`src/difc_pkg.sv`:
```
// Shared types and constants for the display idle fade controller.
package difc_pkg;

  // Word and digit geometry of the digit-serial datapath.
  localparam int WORD_W      = 32;
  localparam int DIGIT_W     = 4;
  localparam int DIGITS      = WORD_W / DIGIT_W;
  localparam int DIGIT_CNT_W = $clog2(DIGITS);

  // Field widths.
  localparam int KIND_W   = 3;
  localparam int LEVEL_W  = 8;
  localparam int SHORT_W  = 16;
  localparam int CFG_IDX_W = 3;
  localparam int PROD_W   = LEVEL_W + SHORT_W;

  // Multiply and divide both take one step per quotient or multiplier bit.
  localparam int MD_STEPS = LEVEL_W;
  localparam int MD_CNT_W = $clog2(MD_STEPS);

  localparam logic [WORD_W-1:0]  FAST_TIMEOUT_MS = WORD_W'(30 * 1000);
  localparam logic [LEVEL_W-1:0] BRIGHT_MAX      = LEVEL_W'(255);

  // Item kinds.
  localparam logic [KIND_W-1:0] KIND_TICK     = 3'd0;
  localparam logic [KIND_W-1:0] KIND_ACTIVITY = 3'd1;
  localparam logic [KIND_W-1:0] KIND_WAKE     = 3'd2;
  localparam logic [KIND_W-1:0] KIND_FAST     = 3'd3;
  localparam logic [KIND_W-1:0] KIND_INIT     = 3'd4;

  // Configuration register indexes.
  localparam logic [CFG_IDX_W-1:0] REG_IDLE_TIMEOUT = 3'd0;
  localparam logic [CFG_IDX_W-1:0] REG_FADE_STEP    = 3'd1;
  localparam logic [CFG_IDX_W-1:0] REG_FADE_OUT     = 3'd2;
  localparam logic [CFG_IDX_W-1:0] REG_FADE_IN      = 3'd3;
  localparam logic [CFG_IDX_W-1:0] REG_SLEEP_CHG    = 3'd4;
  localparam logic [CFG_IDX_W-1:0] REG_USER_BRIGHT  = 3'd5;
  localparam logic [CFG_IDX_W-1:0] REG_FALLBACK     = 3'd6;

  typedef enum logic [1:0] {
    MODE_AWAKE    = 2'd0,
    MODE_FADE_OUT = 2'd1,
    MODE_ASLEEP   = 2'd2,
    MODE_FADE_IN  = 2'd3
  } mode_t;

  typedef enum logic [2:0] {
    ST_IDLE,
    ST_PREP,
    ST_LOAD,
    ST_CMP,
    ST_EVAL,
    ST_DIV,
    ST_DONE
  } ctl_state_t;

  typedef enum logic [1:0] {
    MD_IDLE,
    MD_MUL,
    MD_DIV
  } md_phase_t;

endpackage

```
`src/display_idle_fade_controller.sv`:
```
// Top level of the display idle fade controller: sequencer, state and result register.
//
//   Channel | Direction | Handshake              | Payload
//   in      | input     | in_valid / in_ready    | kind, now_ms, usb_power, enable
//   out     | output    | out_valid / out_ready  | brightness_write, brightness,
//           |           |                        | wake_consumed, asleep, mode
//   cfg     | input     | cfg_valid / cfg_ready  | cfg_index, cfg_data
//
// A tick walks the timestamps through the compare lanes in eight 4-bit digit
// steps, and a fade step that needs the interpolated level adds the eight
// multiply plus eight divide steps of the interpolation unit; every other kind
// goes straight to the result. Reset is synchronous and active low and leaves
// the block idle with its control, configuration and result-valid registers
// at their reset values. A held result does not block the input at once: the
// next item is taken while the result register waits on out_ready, and the
// sequencer only stalls when a second result is ready before the first has
// gone. Configuration writes are accepted in every cycle.
module display_idle_fade_controller
  import difc_pkg::*;
(
  input  logic                 clk,
  input  logic                 rst_n,

  input  logic                 in_valid,
  output logic                 in_ready,
  input  logic [KIND_W-1:0]    in_kind,
  input  logic [WORD_W-1:0]    in_now_ms,
  input  logic                 in_usb_power,
  input  logic                 in_enable,

  output logic                 out_valid,
  input  logic                 out_ready,
  output logic                 out_brightness_write,
  output logic [LEVEL_W-1:0]   out_brightness,
  output logic                 out_wake_consumed,
  output logic                 out_asleep,
  output logic [1:0]           out_mode,

  input  logic                 cfg_valid,
  output logic                 cfg_ready,
  input  logic [CFG_IDX_W-1:0] cfg_index,
  input  logic [WORD_W-1:0]    cfg_data
);

  // Configuration registers.
  logic [WORD_W-1:0]  idle_timeout_r;
  logic [SHORT_W-1:0] fade_step_r, fade_out_r, fade_in_r;
  logic               sleep_chg_r;
  logic [LEVEL_W-1:0] user_bright_r, fallback_r;

  // Controller state.
  ctl_state_t         state_r, state_nxt;
  mode_t              mode_r;
  logic [WORD_W-1:0]  last_act_r, fade_start_r, fade_last_r;
  logic [LEVEL_W-1:0] fade_origin_r, fade_target_r;
  logic               fast_sleep_r;

  // The item being worked on and its partial result.
  logic [KIND_W-1:0]  item_kind_r;
  logic [WORD_W-1:0]  item_now_r;
  logic               item_usb_r, item_en_r;
  logic               res_wr_r, res_consumed_r;
  logic [LEVEL_W-1:0] res_level_r;

  // Result register.
  logic               out_valid_r, out_wr_r, out_consumed_r, out_asleep_r;
  logic [LEVEL_W-1:0] out_level_r;
  logic [1:0]         out_mode_r;

  logic [DIGIT_CNT_W-1:0] cnt_r;

  logic               in_fire, out_free;
  logic               lane_load, lane_step, md_start;
  logic [LEVEL_W-1:0] awake_level;
  logic               fading, sleepy, usb_keeps_awake;
  logic [WORD_W-1:0]  timeout, step_thr, dur_thr;
  logic [SHORT_W-1:0] dur;
  logic               ge_idle, ge_step, ge_dur;
  logic [WORD_W-1:0]  diff_idle, diff_step, elapsed;
  logic               span_neg;
  logic [LEVEL_W-1:0] span_mag, quo;
  logic               md_done;
  logic [LEVEL_W+1:0] level_sum;
  logic [LEVEL_W-1:0] level_clamped;

  assign cfg_ready = 1'b1;
  assign in_fire   = in_valid & in_ready;
  assign out_free  = ~out_valid_r | out_ready;

  assign awake_level     = (user_bright_r != '0) ? user_bright_r : fallback_r;
  assign fading          = (mode_r == MODE_FADE_OUT) || (mode_r == MODE_FADE_IN);
  assign sleepy          = (mode_r == MODE_FADE_OUT) || (mode_r == MODE_ASLEEP);
  assign usb_keeps_awake = ~fast_sleep_r & ~sleep_chg_r & item_usb_r;

  // Thresholds follow the mode left by the wake-up check of the same tick.
  assign timeout  = fast_sleep_r ? FAST_TIMEOUT_MS : idle_timeout_r;
  assign dur      = (mode_r == MODE_FADE_OUT) ? fade_out_r : fade_in_r;
  assign step_thr = WORD_W'(fade_step_r);
  assign dur_thr  = WORD_W'(dur);

  // Three lanes walk the timestamps together, four bits per cycle.
  difc_sub_lane u_lane_idle (
    .clk    (clk),
    .load_i (lane_load),
    .step_i (lane_step),
    .min_i  (item_now_r),
    .sub_i  (last_act_r),
    .thr_i  (timeout),
    .ge_o   (ge_idle),
    .diff_o (diff_idle)
  );

  difc_sub_lane u_lane_step (
    .clk    (clk),
    .load_i (lane_load),
    .step_i (lane_step),
    .min_i  (item_now_r),
    .sub_i  (fade_last_r),
    .thr_i  (step_thr),
    .ge_o   (ge_step),
    .diff_o (diff_step)
  );

  difc_sub_lane u_lane_dur (
    .clk    (clk),
    .load_i (lane_load),
    .step_i (lane_step),
    .min_i  (item_now_r),
    .sub_i  (fade_start_r),
    .thr_i  (dur_thr),
    .ge_o   (ge_dur),
    .diff_o (elapsed)
  );

  // The interpolation works on magnitudes; the sign is put back afterwards,
  // which gives truncation toward zero.
  assign span_neg = (fade_target_r < fade_origin_r);
  assign span_mag = span_neg ? (fade_origin_r - fade_target_r)
                             : (fade_target_r - fade_origin_r);

  difc_muldiv u_muldiv (
    .clk       (clk),
    .rst_n     (rst_n),
    .start_i   (md_start),
    .mag_i     (span_mag),
    .elapsed_i (elapsed[SHORT_W-1:0]),
    .dur_i     (dur),
    .done_o    (md_done),
    .quo_o     (quo)
  );

  always_comb begin
    if (span_neg) begin
      level_sum = {2'b00, fade_origin_r} - {2'b00, quo};
    end else begin
      level_sum = {2'b00, fade_origin_r} + {2'b00, quo};
    end
    if (level_sum[LEVEL_W+1]) begin
      level_clamped = '0;
    end else if (level_sum[LEVEL_W]) begin
      level_clamped = BRIGHT_MAX;
    end else begin
      level_clamped = level_sum[LEVEL_W-1:0];
    end
  end

  // Sequencer: next state.
  always_comb begin
    state_nxt = state_r;
    unique case (state_r)
      ST_IDLE: if (in_valid) state_nxt = ST_PREP;
      ST_PREP: state_nxt = (item_kind_r == KIND_TICK) ? ST_LOAD : ST_DONE;
      ST_LOAD: state_nxt = ST_CMP;
      ST_CMP:  if (cnt_r == DIGIT_CNT_W'(DIGITS - 1)) state_nxt = ST_EVAL;
      ST_EVAL: state_nxt = (fading && ge_step && !ge_dur) ? ST_DIV : ST_DONE;
      ST_DIV:  if (md_done) state_nxt = ST_DONE;
      ST_DONE: if (out_free) state_nxt = ST_IDLE;
      default: state_nxt = ST_IDLE;
    endcase
  end

  // Sequencer: outputs.
  always_comb begin
    in_ready  = 1'b0;
    lane_load = 1'b0;
    lane_step = 1'b0;
    md_start  = 1'b0;
    unique case (state_r)
      ST_IDLE: in_ready  = 1'b1;
      ST_PREP: ;
      ST_LOAD: lane_load = 1'b1;
      ST_CMP:  lane_step = 1'b1;
      ST_EVAL: md_start  = fading & ge_step & ~ge_dur;
      ST_DIV:  ;
      ST_DONE: ;
      default: ;
    endcase
  end

  always_ff @(posedge clk) begin
    if (!rst_n) begin
      state_r <= ST_IDLE;
      cnt_r   <= '0;
    end else begin
      state_r <= state_nxt;
      if (lane_step) begin
        cnt_r <= cnt_r + 1'b1;
      end else begin
        cnt_r <= '0;
      end
    end
  end

  // Latch the accepted beat.
  always_ff @(posedge clk) begin
    if (in_fire) begin
      item_kind_r <= in_kind;
      item_now_r  <= in_now_ms;
      item_usb_r  <= in_usb_power;
      item_en_r   <= in_enable;
    end
  end

  // Architectural state, configuration and the partial result.
  always_ff @(posedge clk) begin
    if (!rst_n) begin
      idle_timeout_r <= WORD_W'(60000);
      fade_step_r    <= SHORT_W'(20);
      fade_out_r     <= SHORT_W'(1000);
      fade_in_r      <= SHORT_W'(300);
      sleep_chg_r    <= 1'b0;
      user_bright_r  <= LEVEL_W'(160);
      fallback_r     <= LEVEL_W'(200);
      mode_r         <= MODE_AWAKE;
      last_act_r     <= '0;
      fade_start_r   <= '0;
      fade_last_r    <= '0;
      fade_origin_r  <= LEVEL_W'(200);
      fade_target_r  <= '0;
      fast_sleep_r   <= 1'b0;
      res_wr_r       <= 1'b0;
      res_level_r    <= '0;
      res_consumed_r <= 1'b0;
    end else begin
      if (cfg_valid) begin
        unique case (cfg_index)
          REG_IDLE_TIMEOUT: idle_timeout_r <= cfg_data;
          REG_FADE_STEP:    fade_step_r    <= cfg_data[SHORT_W-1:0];
          REG_FADE_OUT:     fade_out_r     <= cfg_data[SHORT_W-1:0];
          REG_FADE_IN:      fade_in_r      <= cfg_data[SHORT_W-1:0];
          REG_SLEEP_CHG:    sleep_chg_r    <= cfg_data[0];
          REG_USER_BRIGHT:  user_bright_r  <= cfg_data[LEVEL_W-1:0];
          REG_FALLBACK:     fallback_r     <= cfg_data[LEVEL_W-1:0];
          default: ;
        endcase
      end

      unique case (state_r)
        ST_IDLE: begin
          if (in_fire) begin
            res_wr_r       <= 1'b0;
            res_level_r    <= '0;
            res_consumed_r <= 1'b0;
          end
        end
        ST_PREP: begin
          // Waking on a tick, activity or wake item fades in from black to the awake level.
          case (item_kind_r) inside
            KIND_TICK: begin
              if (usb_keeps_awake) begin
                last_act_r <= item_now_r;
                if (sleepy) begin
                  fade_origin_r <= '0;
                  fade_target_r <= awake_level;
                  fade_start_r  <= item_now_r;
                  fade_last_r   <= item_now_r;
                  mode_r        <= MODE_FADE_IN;
                end
              end
            end
            KIND_ACTIVITY, KIND_WAKE: begin
              last_act_r <= item_now_r;
              if (sleepy) begin
                fade_origin_r <= '0;
                fade_target_r <= awake_level;
                fade_start_r  <= item_now_r;
                fade_last_r   <= item_now_r;
                mode_r        <= MODE_FADE_IN;
              end
              // A wake press is swallowed when it wakes the panel or one is
              // already on its way up.
              if (item_kind_r == KIND_WAKE && (sleepy || mode_r == MODE_FADE_IN)) begin
                res_consumed_r <= 1'b1;
              end
            end
            KIND_FAST: begin
              if (item_en_r != fast_sleep_r) begin
                fast_sleep_r <= item_en_r;
                last_act_r   <= item_now_r;
              end
            end
            KIND_INIT: begin
              mode_r      <= MODE_AWAKE;
              last_act_r  <= item_now_r;
              res_wr_r    <= 1'b1;
              res_level_r <= awake_level;
            end
            default: ;
          endcase
        end
        ST_EVAL: begin
          if (mode_r == MODE_AWAKE) begin
            if (ge_idle) begin
              fade_origin_r <= awake_level;
              fade_target_r <= '0;
              fade_start_r  <= item_now_r;
              fade_last_r   <= item_now_r;
              mode_r        <= MODE_FADE_OUT;
            end
          end else if (fading && ge_step) begin
            fade_last_r <= item_now_r;
            res_wr_r    <= 1'b1;
            // Once the duration has run out the fade lands on its target.
            if (ge_dur) begin
              res_level_r <= fade_target_r;
              mode_r      <= (mode_r == MODE_FADE_OUT) ? MODE_ASLEEP : MODE_AWAKE;
            end
          end
        end
        ST_DIV: begin
          if (md_done) begin
            res_level_r <= level_clamped;
          end
        end
        default: ;
      endcase
    end
  end

  // Result register; loaded as the sequencer leaves its final state.
  always_ff @(posedge clk) begin
    if (!rst_n) begin
      out_valid_r <= 1'b0;
    end else if (state_r == ST_DONE && out_free) begin
      out_valid_r <= 1'b1;
    end else if (out_ready) begin
      out_valid_r <= 1'b0;
    end
  end

  always_ff @(posedge clk) begin
    if (state_r == ST_DONE && out_free) begin
      out_wr_r       <= res_wr_r;
      out_level_r    <= res_level_r;
      out_consumed_r <= res_consumed_r;
      out_asleep_r   <= sleepy;
      out_mode_r     <= mode_r;
    end
  end

  assign out_valid            = out_valid_r;
  assign out_brightness_write = out_wr_r;
  assign out_brightness       = out_level_r;
  assign out_wake_consumed    = out_consumed_r;
  assign out_asleep           = out_asleep_r;
  assign out_mode             = out_mode_r;

endmodule

```
`src/difc_sub_lane.sv`:
```
// Digit-serial lane: forms a wrapping difference and compares it with a threshold.
module difc_sub_lane
  import difc_pkg::*;
(
  input  logic              clk,
  input  logic              load_i,
  input  logic              step_i,
  input  logic [WORD_W-1:0] min_i,
  input  logic [WORD_W-1:0] sub_i,
  input  logic [WORD_W-1:0] thr_i,
  output logic              ge_o,
  output logic [WORD_W-1:0] diff_o
);

  logic [WORD_W-1:0] min_r, sub_r, thr_r, diff_r;
  logic              bd_r, bc_r;
  logic [DIGIT_W:0]  dsum, csum;

  // Two chained digit subtractors: the difference digit feeds the compare.
  always_comb begin
    dsum = {1'b0, min_r[DIGIT_W-1:0]} - {1'b0, sub_r[DIGIT_W-1:0]} - (DIGIT_W+1)'(bd_r);
    csum = {1'b0, dsum[DIGIT_W-1:0]} - {1'b0, thr_r[DIGIT_W-1:0]} - (DIGIT_W+1)'(bc_r);
  end

  always_ff @(posedge clk) begin
    if (load_i) begin
      min_r  <= min_i;
      sub_r  <= sub_i;
      thr_r  <= thr_i;
      bd_r   <= 1'b0;
      bc_r   <= 1'b0;
    end else if (step_i) begin
      min_r  <= min_r >> DIGIT_W;
      sub_r  <= sub_r >> DIGIT_W;
      thr_r  <= thr_r >> DIGIT_W;
      diff_r <= {dsum[DIGIT_W-1:0], diff_r[WORD_W-1:DIGIT_W]};
      bd_r   <= dsum[DIGIT_W];
      bc_r   <= csum[DIGIT_W];
    end
  end

  // A final borrow out of the compare means the difference is below the threshold.
  assign ge_o   = ~bc_r;
  assign diff_o = diff_r;

endmodule

```
`src/difc_muldiv.sv`:
```
// Shift-add multiplier followed by a restoring divider for the fade interpolation.
module difc_muldiv
  import difc_pkg::*;
(
  input  logic               clk,
  input  logic               rst_n,
  input  logic               start_i,
  input  logic [LEVEL_W-1:0] mag_i,
  input  logic [SHORT_W-1:0] elapsed_i,
  input  logic [SHORT_W-1:0] dur_i,
  output logic               done_o,
  output logic [LEVEL_W-1:0] quo_o
);

  md_phase_t            phase_r, phase_nxt;
  logic [MD_CNT_W-1:0]  cnt_r;
  logic [LEVEL_W-1:0]   mag_r, quo_r;
  logic [PROD_W-1:0]    acc_r, mcand_r, dvs_r;
  logic                 done_r;
  logic                 mul_en, div_en, last_step;

  assign last_step = (cnt_r == MD_CNT_W'(MD_STEPS - 1));

  always_comb begin
    phase_nxt = phase_r;
    unique case (phase_r)
      MD_IDLE: if (start_i) phase_nxt = MD_MUL;
      MD_MUL:  if (last_step) phase_nxt = MD_DIV;
      MD_DIV:  if (last_step) phase_nxt = MD_IDLE;
      default: phase_nxt = MD_IDLE;
    endcase
  end

  always_comb begin
    mul_en = 1'b0;
    div_en = 1'b0;
    unique case (phase_r)
      MD_IDLE: ;
      MD_MUL:  mul_en = 1'b1;
      MD_DIV:  div_en = 1'b1;
      default: ;
    endcase
  end

  always_ff @(posedge clk) begin
    if (!rst_n) begin
      phase_r <= MD_IDLE;
      cnt_r   <= '0;
      done_r  <= 1'b0;
    end else begin
      phase_r <= phase_nxt;
      done_r  <= div_en & last_step;
      if (mul_en || div_en) begin
        cnt_r <= cnt_r + 1'b1;
      end else begin
        cnt_r <= '0;
      end
    end
  end

  always_ff @(posedge clk) begin
    if (phase_r == MD_IDLE && start_i) begin
      mag_r   <= mag_i;
      acc_r   <= '0;
      mcand_r <= PROD_W'(elapsed_i);
      dvs_r   <= {1'b0, dur_i, {(LEVEL_W-1){1'b0}}};
      quo_r   <= '0;
    end else if (mul_en) begin
      if (mag_r[0]) begin
        acc_r <= acc_r + mcand_r;
      end
      mcand_r <= mcand_r << 1;
      mag_r   <= mag_r >> 1;
    end else if (div_en) begin
      if (acc_r >= dvs_r) begin
        acc_r <= acc_r - dvs_r;
        quo_r <= {quo_r[LEVEL_W-2:0], 1'b1};
      end else begin
        quo_r <= {quo_r[LEVEL_W-2:0], 1'b0};
      end
      dvs_r <= dvs_r >> 1;
    end
  end

  assign done_o = done_r;
  assign quo_o  = quo_r;

endmodule

```
`config.mk`:
```
export PLATFORM = sky130hd
export DESIGN_NAME = display_idle_fade_controller
export DESIGN_NICKNAME = d
export VERILOG_FILES = /design/src/difc_pkg.sv /design/src/display_idle_fade_controller.sv /design/src/difc_sub_lane.sv /design/src/difc_muldiv.sv
export SDC_FILE = /design/constraint.sdc
export NUM_CORES = 1
export LEC_CHECK = 0
export BUFFER_PORTS_ARGS = -buffer_cell sky130_fd_sc_hd__buf_2
export CORE_MARGIN = 10
export CORE_UTILIZATION = 50
export DETAILED_ROUTE_END_ITERATION = 10
export GPL_TIMING_DRIVEN = 0
export PLACE_DENSITY_LB_ADDON = 0.2
export SETUP_SLACK_MARGIN = 0.1
export SYNTH_ARGS = -nofsm -noshare
export SYNTH_HDL_FRONTEND = slang
export SYNTH_SLANG_ARGS = --single-unit
```
`constraint.sdc`:
```
create_clock -name clk -period 9.6 [get_ports clk]
set_input_delay 0.48 -clock clk [delete_from_list [all_inputs] [get_ports clk]]
set_output_delay 0.48 -clock clk [all_outputs]
set_load 0.005 [all_outputs]
```
Word level (Yosys, flattened, before mapping):

Index checks and enable logic that the tools add are counted.

* input port bits: 77
* flip-flop bits (word level): 666
* output and inout bits: 16

* bitwise gates (word level): 15
* $lt $le $gt $ge: 2
* reduce and logical (&&, ||, !) cells: 50
* add/sub/neg operators: 20
* mux-type cells: 124
* equality and inequality tests: 54

Operators with widths (count)
* $mux 32: 33
* $mux 8: 27
* $pmux 32 s2: 2
* $mux 16: 7
* $mux 24: 4
* $mux 23: 3
* $ne 2x2->1 const B: 17
* $pmux 8 s2: 2
* $pmux 8 s4: 1
* $mux 2: 15
* $sub 4x4->5: 6
* $sub 5x1->5: 6
* $eq 3x3->1 const B: 9
* $add 24x24->24: 1
* $ge 24x23->1: 1
* $reduce_and 2->1: 12
* $sub 24x23->24: 1
* $pmux 3 s7: 1
* $reduce_and 5->1: 4
* $mux 1: 19
* $eq 3x2->1 const B: 6
* $reduce_bool 2->1: 8
* $sub 8x8->8: 2
* $mux 3: 5
* other kinds (33): 73

Logic depth before layout (Yosys ltp):

Gate-level depths: netlist (run 1).

* depth after elaboration: 8
* gate-level depth with buffers: 13
* depth with buffers taken out: 13

Cells and area by module:

From an unflattened synthesis (run 1), not the netlist that was laid out.

* cell total of the unflattened synthesis: 2946
* area total of the unflattened synthesis: 34645.7 um2

Modules (own cells, without submodules)
* display_idle_fade_controller: times used 1, area an instance 12384.4 um2, cells an instance 1358
* difc_sub_lane at u_lane_idle ...: times used 2, area an instance 5297.6 um2, cells an instance 285
* difc_muldiv: times used 1, area an instance 6342.3 um2, cells an instance 735
* difc_sub_lane at u_lane_dur: times used 1, area an instance 5323.9 um2, cells an instance 283

Worst setup path after synthesis (run 1):

No wires, ideal clock.

* path type: flip-flop to flip-flop
* start point: reg state_r[1]
* end point: reg u_lane_idle.sub_r[28] (data pin)
* setup slack: 2460 ps
* period minus slack after synthesis: 7140 ps
* stages on the path, launching flop included: 7
* arrival time: 6968 ps
* setup time: 172 ps
* buffers on the path: 3
* cell sequence: dfxtp_1 > clkbuf_1 > nand2b_1 > inv_1 > clkbuf_1 > clkbuf_1 > and3_1

* word-level cells in the longest chain between the ends: 3

Ends and longest elaborated chain
* start, declared: RTL line display_idle_fade_controller.sv:52 `ctl_state_t state_r, state_nxt;`
* start signal, assigned: RTL line display_idle_fade_controller.sv:205 `state_r <= state_nxt;`
* $eq 3x2->1: RTL line display_idle_fade_controller.sv:188 `unique case (state_r)`
* $mux 1: RTL line display_idle_fade_controller.sv:188
* $mux 32: RTL line difc_sub_lane.sv:26 `if (load_i) begin`
* end signal, assigned: RTL line difc_sub_lane.sv:28 `sub_r <= sub_i;`
* end signal, assigned: RTL line difc_sub_lane.sv:34 `sub_r <= sub_r >> DIGIT_W;`
* end, declared: RTL line difc_sub_lane.sv:15 `logic [WORD_W-1:0] min_r, sub_r, thr_r, diff_r;`

No other way between the ends.
A chain may end at the register's enable or synchronous reset.

Final worst setup path (run 1):

* start point: reg state_r[0]
* end point: reg u_muldiv.dvs_r[17], enable pin

* word-level cells in the longest chain between the ends: 5
* elaborated cells on any way between the ends: 6
* classes of those cells: 2 x eq/ne; 1 x mux; 3 x reduce/logical

Ends and longest elaborated chain
* $eq 3x3->1 (*): RTL line display_idle_fade_controller.sv:188
* $mux 1 (*): RTL line display_idle_fade_controller.sv:188
* $logic_and 1x1->1 (*): RTL line difc_muldiv.sv:62 `if (phase_r == MD_IDLE && start_i) begin`
* $ne 2x2->1 (no line) / $reduce_bool 2->1 (equally long branches)
* $reduce_and 2->1 (no line) (*)
* end signal, assigned: RTL line difc_muldiv.sv:66 `dvs_r <= {1'b0, dur_i, {(LEVEL_W-1){1'b0}}};`
* end signal, assigned: RTL line difc_muldiv.sv:81 `dvs_r <= dvs_r >> 1;`
* end, declared: RTL line difc_muldiv.sv:18 `logic [PROD_W-1:0] acc_r, mcand_r, dvs_r;`

Mark *: on every way between the ends. The rest lies on a longest branch, timed or not.

==> flow_metrics.env, run 1 <==
export IMPL_status="finished, final reports clean"
export IMPL_synth_fa_ha_area_share_pct=6.321
export IMPL_antenna_found_initial=1
export IMPL_clk_latency_ps=640
export IMPL_synth_simple_area_share_pct=18.88
export IMPL_clk_pin_slew_ps=60
export IMPL_post_dp_hpwl_um=55060
export IMPL_worstPathMaxFanout=16
export IMPL_start_util_pct=50.64
export IMPL_cts_tree="yes"
export IMPL_dr_first_iter_drc_count=1777
export IMPL_hold_viol=0
export IMPL_powerDensity_nw_per_um2=309.5
export IMPL_drc=0
export IMPL_rsz0062_at_grt="no"
export IMPL_cts_root_buf="clkbuf_16"
export IMPL_syn_area_um2=27950
export IMPL_ctsResizeCount=0
export IMPL_numCtsBuffers=61
export IMPL_endpoint_kind="flip-flop"
export IMPL_min_path_cells=1
export IMPL_grt_start_max_net_pins=69
export IMPL_synthFlopType="edfxtp_1"
export IMPL_setup_tns_ps=0
export IMPL_dr_total_vias=21580
export IMPL_ys_ff_latch=602
export IMPL_drt_antenna_violating_nets=0
export IMPL_layout_min_cycle_time_ps=3863
export IMPL_clock_sinks=602
export IMPL_grt_pass1_vias=20920
export IMPL_gp_congestion=0.9322
export IMPL_crit_path_start_kind="flip-flop"
export IMPL_die_h_um=256.4
export IMPL_synth_top_area_share_pct=33.73
export IMPL_path_class="flip-flop to flip-flop"
export IMPL_grt_usage_pct=22.17
export IMPL_reg2reg_depth=8
export IMPL_grt_overflow_total=0
export IMPL_yosysTopAreaCell="edfxtp_1"
export IMPL_synth_edff_count=314
export IMPL_num_rows=86
export IMPL_p_leak_nw=12.59
export IMPL_cp_data_arrival_time_ps=4110
export IMPL_crit_reg2reg_launch="state_r[0]$_SDFFE_PN0P_"
export IMPL_hold_end="item_kind_r[0]$_DFFE_PP_"
export IMPL_cts_hold_buf=31
export IMPL_placed_cell_area_um2=29430
export IMPL_drv_cap=0
export IMPL_ys_async_sr_fraction_pct=0
export IMPL_synthTopCellsByArea="edfxtp_1 34%, dfxtp_1 21%, nand2_1 11%"
export IMPL_synthMuxAreaShare_pct=4.208
export IMPL_rrSetupSlack_ps=5740
export IMPL_nNetsFinal=3296
export IMPL_peakVddDrop_mv=0.1786
export IMPL_cts_buffer_depth=3
export IMPL_finClkSkew_ps=18.92
export IMPL_io_buffers=90
export IMPL_rr_endpoint="u_muldiv.dvs_r[17]$_DFFE_PP_"
export IMPL_first_pass_iters=6
export IMPL_netlist_instances=2897
export IMPL_final_cell_mix="812 x nand2_1, 314 x edfxtp_1, 288 x dfxtp_1"
export IMPL_fp_dieArea_um2=65760
export IMPL_synthXorXnorAreaFrac_pct=1.974
export IMPL_cp_required_ps=9850
export IMPL_synth_top_family_by_area="simple AND/OR/NAND/NOR gates"
export IMPL_slew_violations=0
export IMPL_final_common_cell="nand2_1"
export IMPL_nFillCells=4780
export IMPL_synth_cell_types=89
export IMPL_slew_headroom_pct=17.33
export IMPL_synth_nets=3108
export IMPL_hold_path_class="input pin to flip-flop"
export IMPL_ys_seq_area_share_pct=54.36
export IMPL_ios=93
export IMPL_max_freq_mhz=258.8
export IMPL_post_cts_buffers=0
export IMPL_synth_warnings=0
export IMPL_syn_to_final_growth_pct=13.81
export IMPL_drive_above_1_share_pct=8.190
export IMPL_vias_per_cell=5.551
export IMPL_die_w_um=256.4
export IMPL_routed_wl_um=75440
export IMPL_grt_first_pass_wirelength_um=116300
export IMPL_tightest_slew_ps=1239
export IMPL_htreeDepth=2
export IMPL_synth_compound_area_share_pct=10.55
export IMPL_syn_area_per_cell_um2=9.649
export IMPL_finalInstanceArea_um2=31810
export IMPL_drt_wirelength_per_cell_um=19.41
export IMPL_min_from="in_kind[0]"
export IMPL_setup_viol=0
export IMPL_core_area_um2=55200
export IMPL_finalCritPeriodShare_pct=40.24
-- routing by layer --
layer	global-route usage [%]	wire length, um
met1	30.56	34230
met2	35.21	34040
met3	4.312	5506
met4	5.653	1567
met5	0.8996	87
-- sequential cells by signal, indices dropped and copies added (netlist names), 32 cells and up --
name	count
u_lane_dur.diff_o	32
u_lane_step.sub_r	32
fade_start_r	32
last_act_r	32
fade_last_r	32
u_lane_dur.sub_r	32
idle_timeout_r	32
u_lane_idle.thr_r	32
u_lane_idle.sub_r	32
item_now_r	32
-- cell usage after synthesis (all sizes together), types with 7 or more instances --
cell	n
o22ai	7
o221ai	8
clkbuf	118
nor2b	15
o211ai	11
o21a	7
a21o	26
buf	31
nor3	27
fa	12
inv	110
ha	122
a21oi	204
nand3b	32
nand2	813
nor3b	9
nand4	10
a2111oi	7
dfxtp	288
xor2	20
o21ai	112
edfxtp	314
a211oi	21
nand2b	18
a22oi	13
xnor2	43
and3	37
nand3	57
mux2i	113
nor2	197
a31oi	15
-- area by class of cell --
cell class                 instances  area [um2]  area share (%)
antenna                            1       2.502        0.007866
buffer                           149       624.3           1.963
clock buffer                      91        1790           5.628
clock inverter                    25       275.3          0.8653
inverter                         110       412.9           1.298
multi-input combinational       2036       11730           36.87
sequential                       602       15190           47.76
tap                              748       935.9           2.942
timing repair buffer             125       848.3           2.667
-- cells by family after synthesis --
family	after synthesis
compound gates	477
simple gates	1244
other cells	1
buf+inv	259
flops	602
fa+ha+maj	134
mux	117
xor+xnor	63
-- worst max-delay path, stage by stage (launching register included) --
cell and delay (ps):
dfxtp_1 370, inv_2 160, nand2_1 100, nor2_2 360, nand2_1 220, nor4_4 790, clkbuf_1 590, nor2_1 150
nor2_2 720
-- through the flow --
stage                     hold WS [ps]  cells  util, %  power, mW  worst slack, ps
final                            31.11   3887    57.63      9.847             5737
after global placement           402.8   3735    53.15      7.400            -1959
after CTS                        2.345   3886    57.62      9.864             5377
after detailed placement         405.1   3739    53.32      7.417             5403
after floorplan                  395.8   2897        -      6.395             2460
after global routing             16.15   3886    57.63      10.45             5475
-- how the worst max path moves through the flow --
stage | startpoint | endpoint | slack (ps) | cells past startpoint
after floorplan | state_r[1]$_SDFFE_PN0P_ | u_lane_idle.sub_r[28]$_SDFFCE_PN0P_ | 2460 | 6
after global placement | state_r[1]$_SDFFE_PN0P_ | u_lane_idle.bc_r$_SDFFE_PP0P_ | -1960 | 6
after detailed placement | state_r[0]$_SDFFE_PN0P_ | u_muldiv.dvs_r[19]$_DFFE_PP_ | 5400 | 8
after CTS | state_r[0]$_SDFFE_PN0P_ | u_muldiv.dvs_r[18]$_DFFE_PP_ | 5380 | 8
after global routing | state_r[0]$_SDFFE_PN0P_ | u_muldiv.dvs_r[12]$_DFFE_PP_ | 5480 | 8
final | state_r[0]$_SDFFE_PN0P_ | u_muldiv.dvs_r[17]$_DFFE_PP_ | 5740 | 8
-- power by group --
| group | internal [mW] | total, mW | switching, mW |
|---|---|---|---|
| clock network | 1.40 | 2.42 | 1.02 |
| registers | 3.48 | 3.82 | 0.336 |
| logic | 1.31 | 3.60 | 2.29 |
| total | 6.20 | 9.85 | 3.65 |
No activity file was read; power rests on OpenSTA's default activity.
==> run 2, diff against run 1 <==
==> constraint.sdc (replaced) <==
create_clock -name clk -period 3.6 [get_ports clk]
set_input_delay 0.18 -clock clk [delete_from_list [all_inputs] [get_ports clk]]
set_output_delay 0.18 -clock clk [all_outputs]
set_load 0.005 [all_outputs]
==> flow_metrics.env, run 2 (synthesis gave the netlist of run 1 again) <==
export IMPL_status="finished, final reports clean"
export IMPL_clk_pin_slew_ps=60
export IMPL_layout_min_cycle_time_ps=3244
export IMPL_crit_path_start_kind="flip-flop"
export IMPL_cp_required_ps=4090
export IMPL_drt_antenna_violating_nets=0
export IMPL_intPower_mw=16.77
export IMPL_grt_overflow_total=0
export IMPL_grt_usage_pct=22.51
export IMPL_nNetsFinal=3340
export IMPL_max_freq_mhz=308.3
export IMPL_utilization_pct=58.57
export IMPL_hold_ws_ps=79.79
export IMPL_path_class="flip-flop to flip-flop"
export IMPL_worstPathMaxFanout=3
export IMPL_crit_family="compound AO/OA/AOI/OAI gates"
export IMPL_endpoint_kind="flip-flop"
export IMPL_pwr_share_comb_pct=36.1
export IMPL_setup_tns_ps=0
export IMPL_final_common_cell="nand2_1"
export IMPL_power_frac_seq_pct=38.2
export IMPL_rsz0062_at_grt="no"
export IMPL_routed_wl_um=75380
export IMPL_hold_path_class="input pin to flip-flop"
export IMPL_p_leak_nw=12.82
export IMPL_p_clk_share_pct=25.7
export IMPL_antenna_found_initial=2
export IMPL_grt_first_pass_wirelength_um=118300
export IMPL_core_area_um2=55200
export IMPL_totalPowerFinal_mw=26.65
export IMPL_hold_viol=0
export IMPL_drt_wirelength_per_cell_um=19.18
export IMPL_grt_pass1_vias=21210
export IMPL_tightest_slew_ps=1177
export IMPL_die_w_um=256.4
export IMPL_clock_sinks=602
export IMPL_critical_path_buf_inv_count=0
export IMPL_cp_data_arrival_time_ps=3740
export IMPL_multi_input_area_um2=11730
export IMPL_layout_setup_ws_ps=356.1
export IMPL_placed_cell_area_um2=29390
export IMPL_finalInstanceArea_um2=32330
export IMPL_fin_cells=3931
export IMPL_dp_cells=3737
export IMPL_finalCritPeriodShare_pct=90.11
export IMPL_pre_cts_ws_ps=-573.9
export IMPL_grt_start_max_net_pins=202
export IMPL_peakVddDrop_mv=0.7281
export IMPL_htreeDepth=3
export IMPL_slew_violations=0
export IMPL_drc=0
export IMPL_path_cells="ha_1, fa_1, a211oi_4, o21ai_2, a2111oi_4, o31ai_2, o311a_1, or3_1, nand3_1, a21oi_1"
export IMPL_finClkSkew_ps=21.94
export IMPL_nFillCells=4759
export IMPL_vias_per_cell=5.544
export IMPL_numCtsBuffers=66
export IMPL_post_dp_hpwl_um=54240
export IMPL_start_util_pct=50.64
export IMPL_switching_share_pct=37.09
export IMPL_num_rows=86
export IMPL_fp_dieArea_um2=65760
export IMPL_powerDensity_nw_per_um2=824.4
export IMPL_cts_tree="yes"
export IMPL_cts_buffer_depth=3
export IMPL_netSwitchingPower_mw=9.885
export IMPL_max_stage_delay_ps=520
export IMPL_drv_cap=0
export IMPL_dr_first_iter_drc_count=1834
export IMPL_ios=93
export IMPL_syn_to_final_growth_pct=15.67
export IMPL_setup_viol=0
export IMPL_cts_root_buf="clkbuf_16"
export IMPL_crit_slowest_cell="fa_1"
export IMPL_seq_area_um2=15190
export IMPL_antenna_cells=0
export IMPL_drive_above_1_share_pct=8.357
export IMPL_slew_headroom_pct=21.46
export IMPL_io_buffers=90
export IMPL_final_cell_mix="812 x nand2_1, 314 x edfxtp_1, 288 x dfxtp_1"
export IMPL_clk_latency_ps=620
export IMPL_first_pass_iters=6
export IMPL_dr_total_vias=21790
export IMPL_gp_congestion=0.9191
export IMPL_die_h_um=256.4
==> run 2: changes by cell type in the layout (fill, tap and decap cells not counted), sizes merged <==
cell / previous run / this run
diode: 1 / 0
dlygate4sd3: 31 / 71
clkbuf: 209 / 211
buf: 125 / 124
inv: 111 / 115
==> run 2: worst reg2reg max path, cell delays in order (launching register included) <==
cell and delay (ps):
edfxtp_1 430, ha_1 270, fa_1 520, a211oi_4 300
o21ai_2 140, a2111oi_4 500, o31ai_2 170, o311a_1 320
or3_1 320, nand3_1 100, a21oi_1 60
==> run 2: metal layers <==
metal	vias up	global-route usage (%)	part of all wire, %
met5	-	0	0.029
met4	4	6.705	2.6
met3	127	3.781	6.6
met2	700	35.69	46
met1	10540	31.17	45
li1	10430	-	-
==> run 2: final timing paths <==
check	slack [ps]	depth (start not counted)	startpoint	end
worst min-delay path	80	4	cfg_index[0]	sleep_chg_r$_SDFFE_PN0P_
worst max register to register	360	10	u_muldiv.mcand_r[0]$_SDFFCE_PN0P_	u_muldiv.acc_r[22]$_SDFFE_PP0P_
worst max-delay path	360	10	u_muldiv.mcand_r[0]$_SDFFCE_PN0P_	u_muldiv.acc_r[22]$_SDFFE_PP0P_
worst min register to register	410	0	u_lane_dur.diff_o[17]$_DFFE_PP_	u_lane_dur.diff_o[13]$_DFFE_PP_
==> run 2: layout make-up <==
type / count / area share (%)
inverter: 110 / 1.277
clock buffer: 93 / 5.766
timing repair buffer: 164 / 3.715
tap: 748 / 2.895
clock inverter: 29 / 1.076
multi-input combinational: 2036 / 36.29
buffer: 149 / 1.985
sequential: 602 / 47.00
==> run 2: power groups by stage <==
stage                     logic [mW]  registers, mW  clock network [mW]
after CTS                       9.57           10.2                6.95
after floorplan                 6.94           9.95                   0
after detailed placement        9.43           10.3                   0
after global placement          9.10           10.3                   0
after global routing            10.7           10.3                7.24
final                           9.62           10.2                6.84
==> run 2: what timing repair did <==
action / CTS / global route
endpoints found under the setup margin: 40 / 0
endpoints found under the hold margin: 135 / 0
resized for setup: 3 / 0
buffers inserted: 1 / 0
hold buffers: 71 / 0
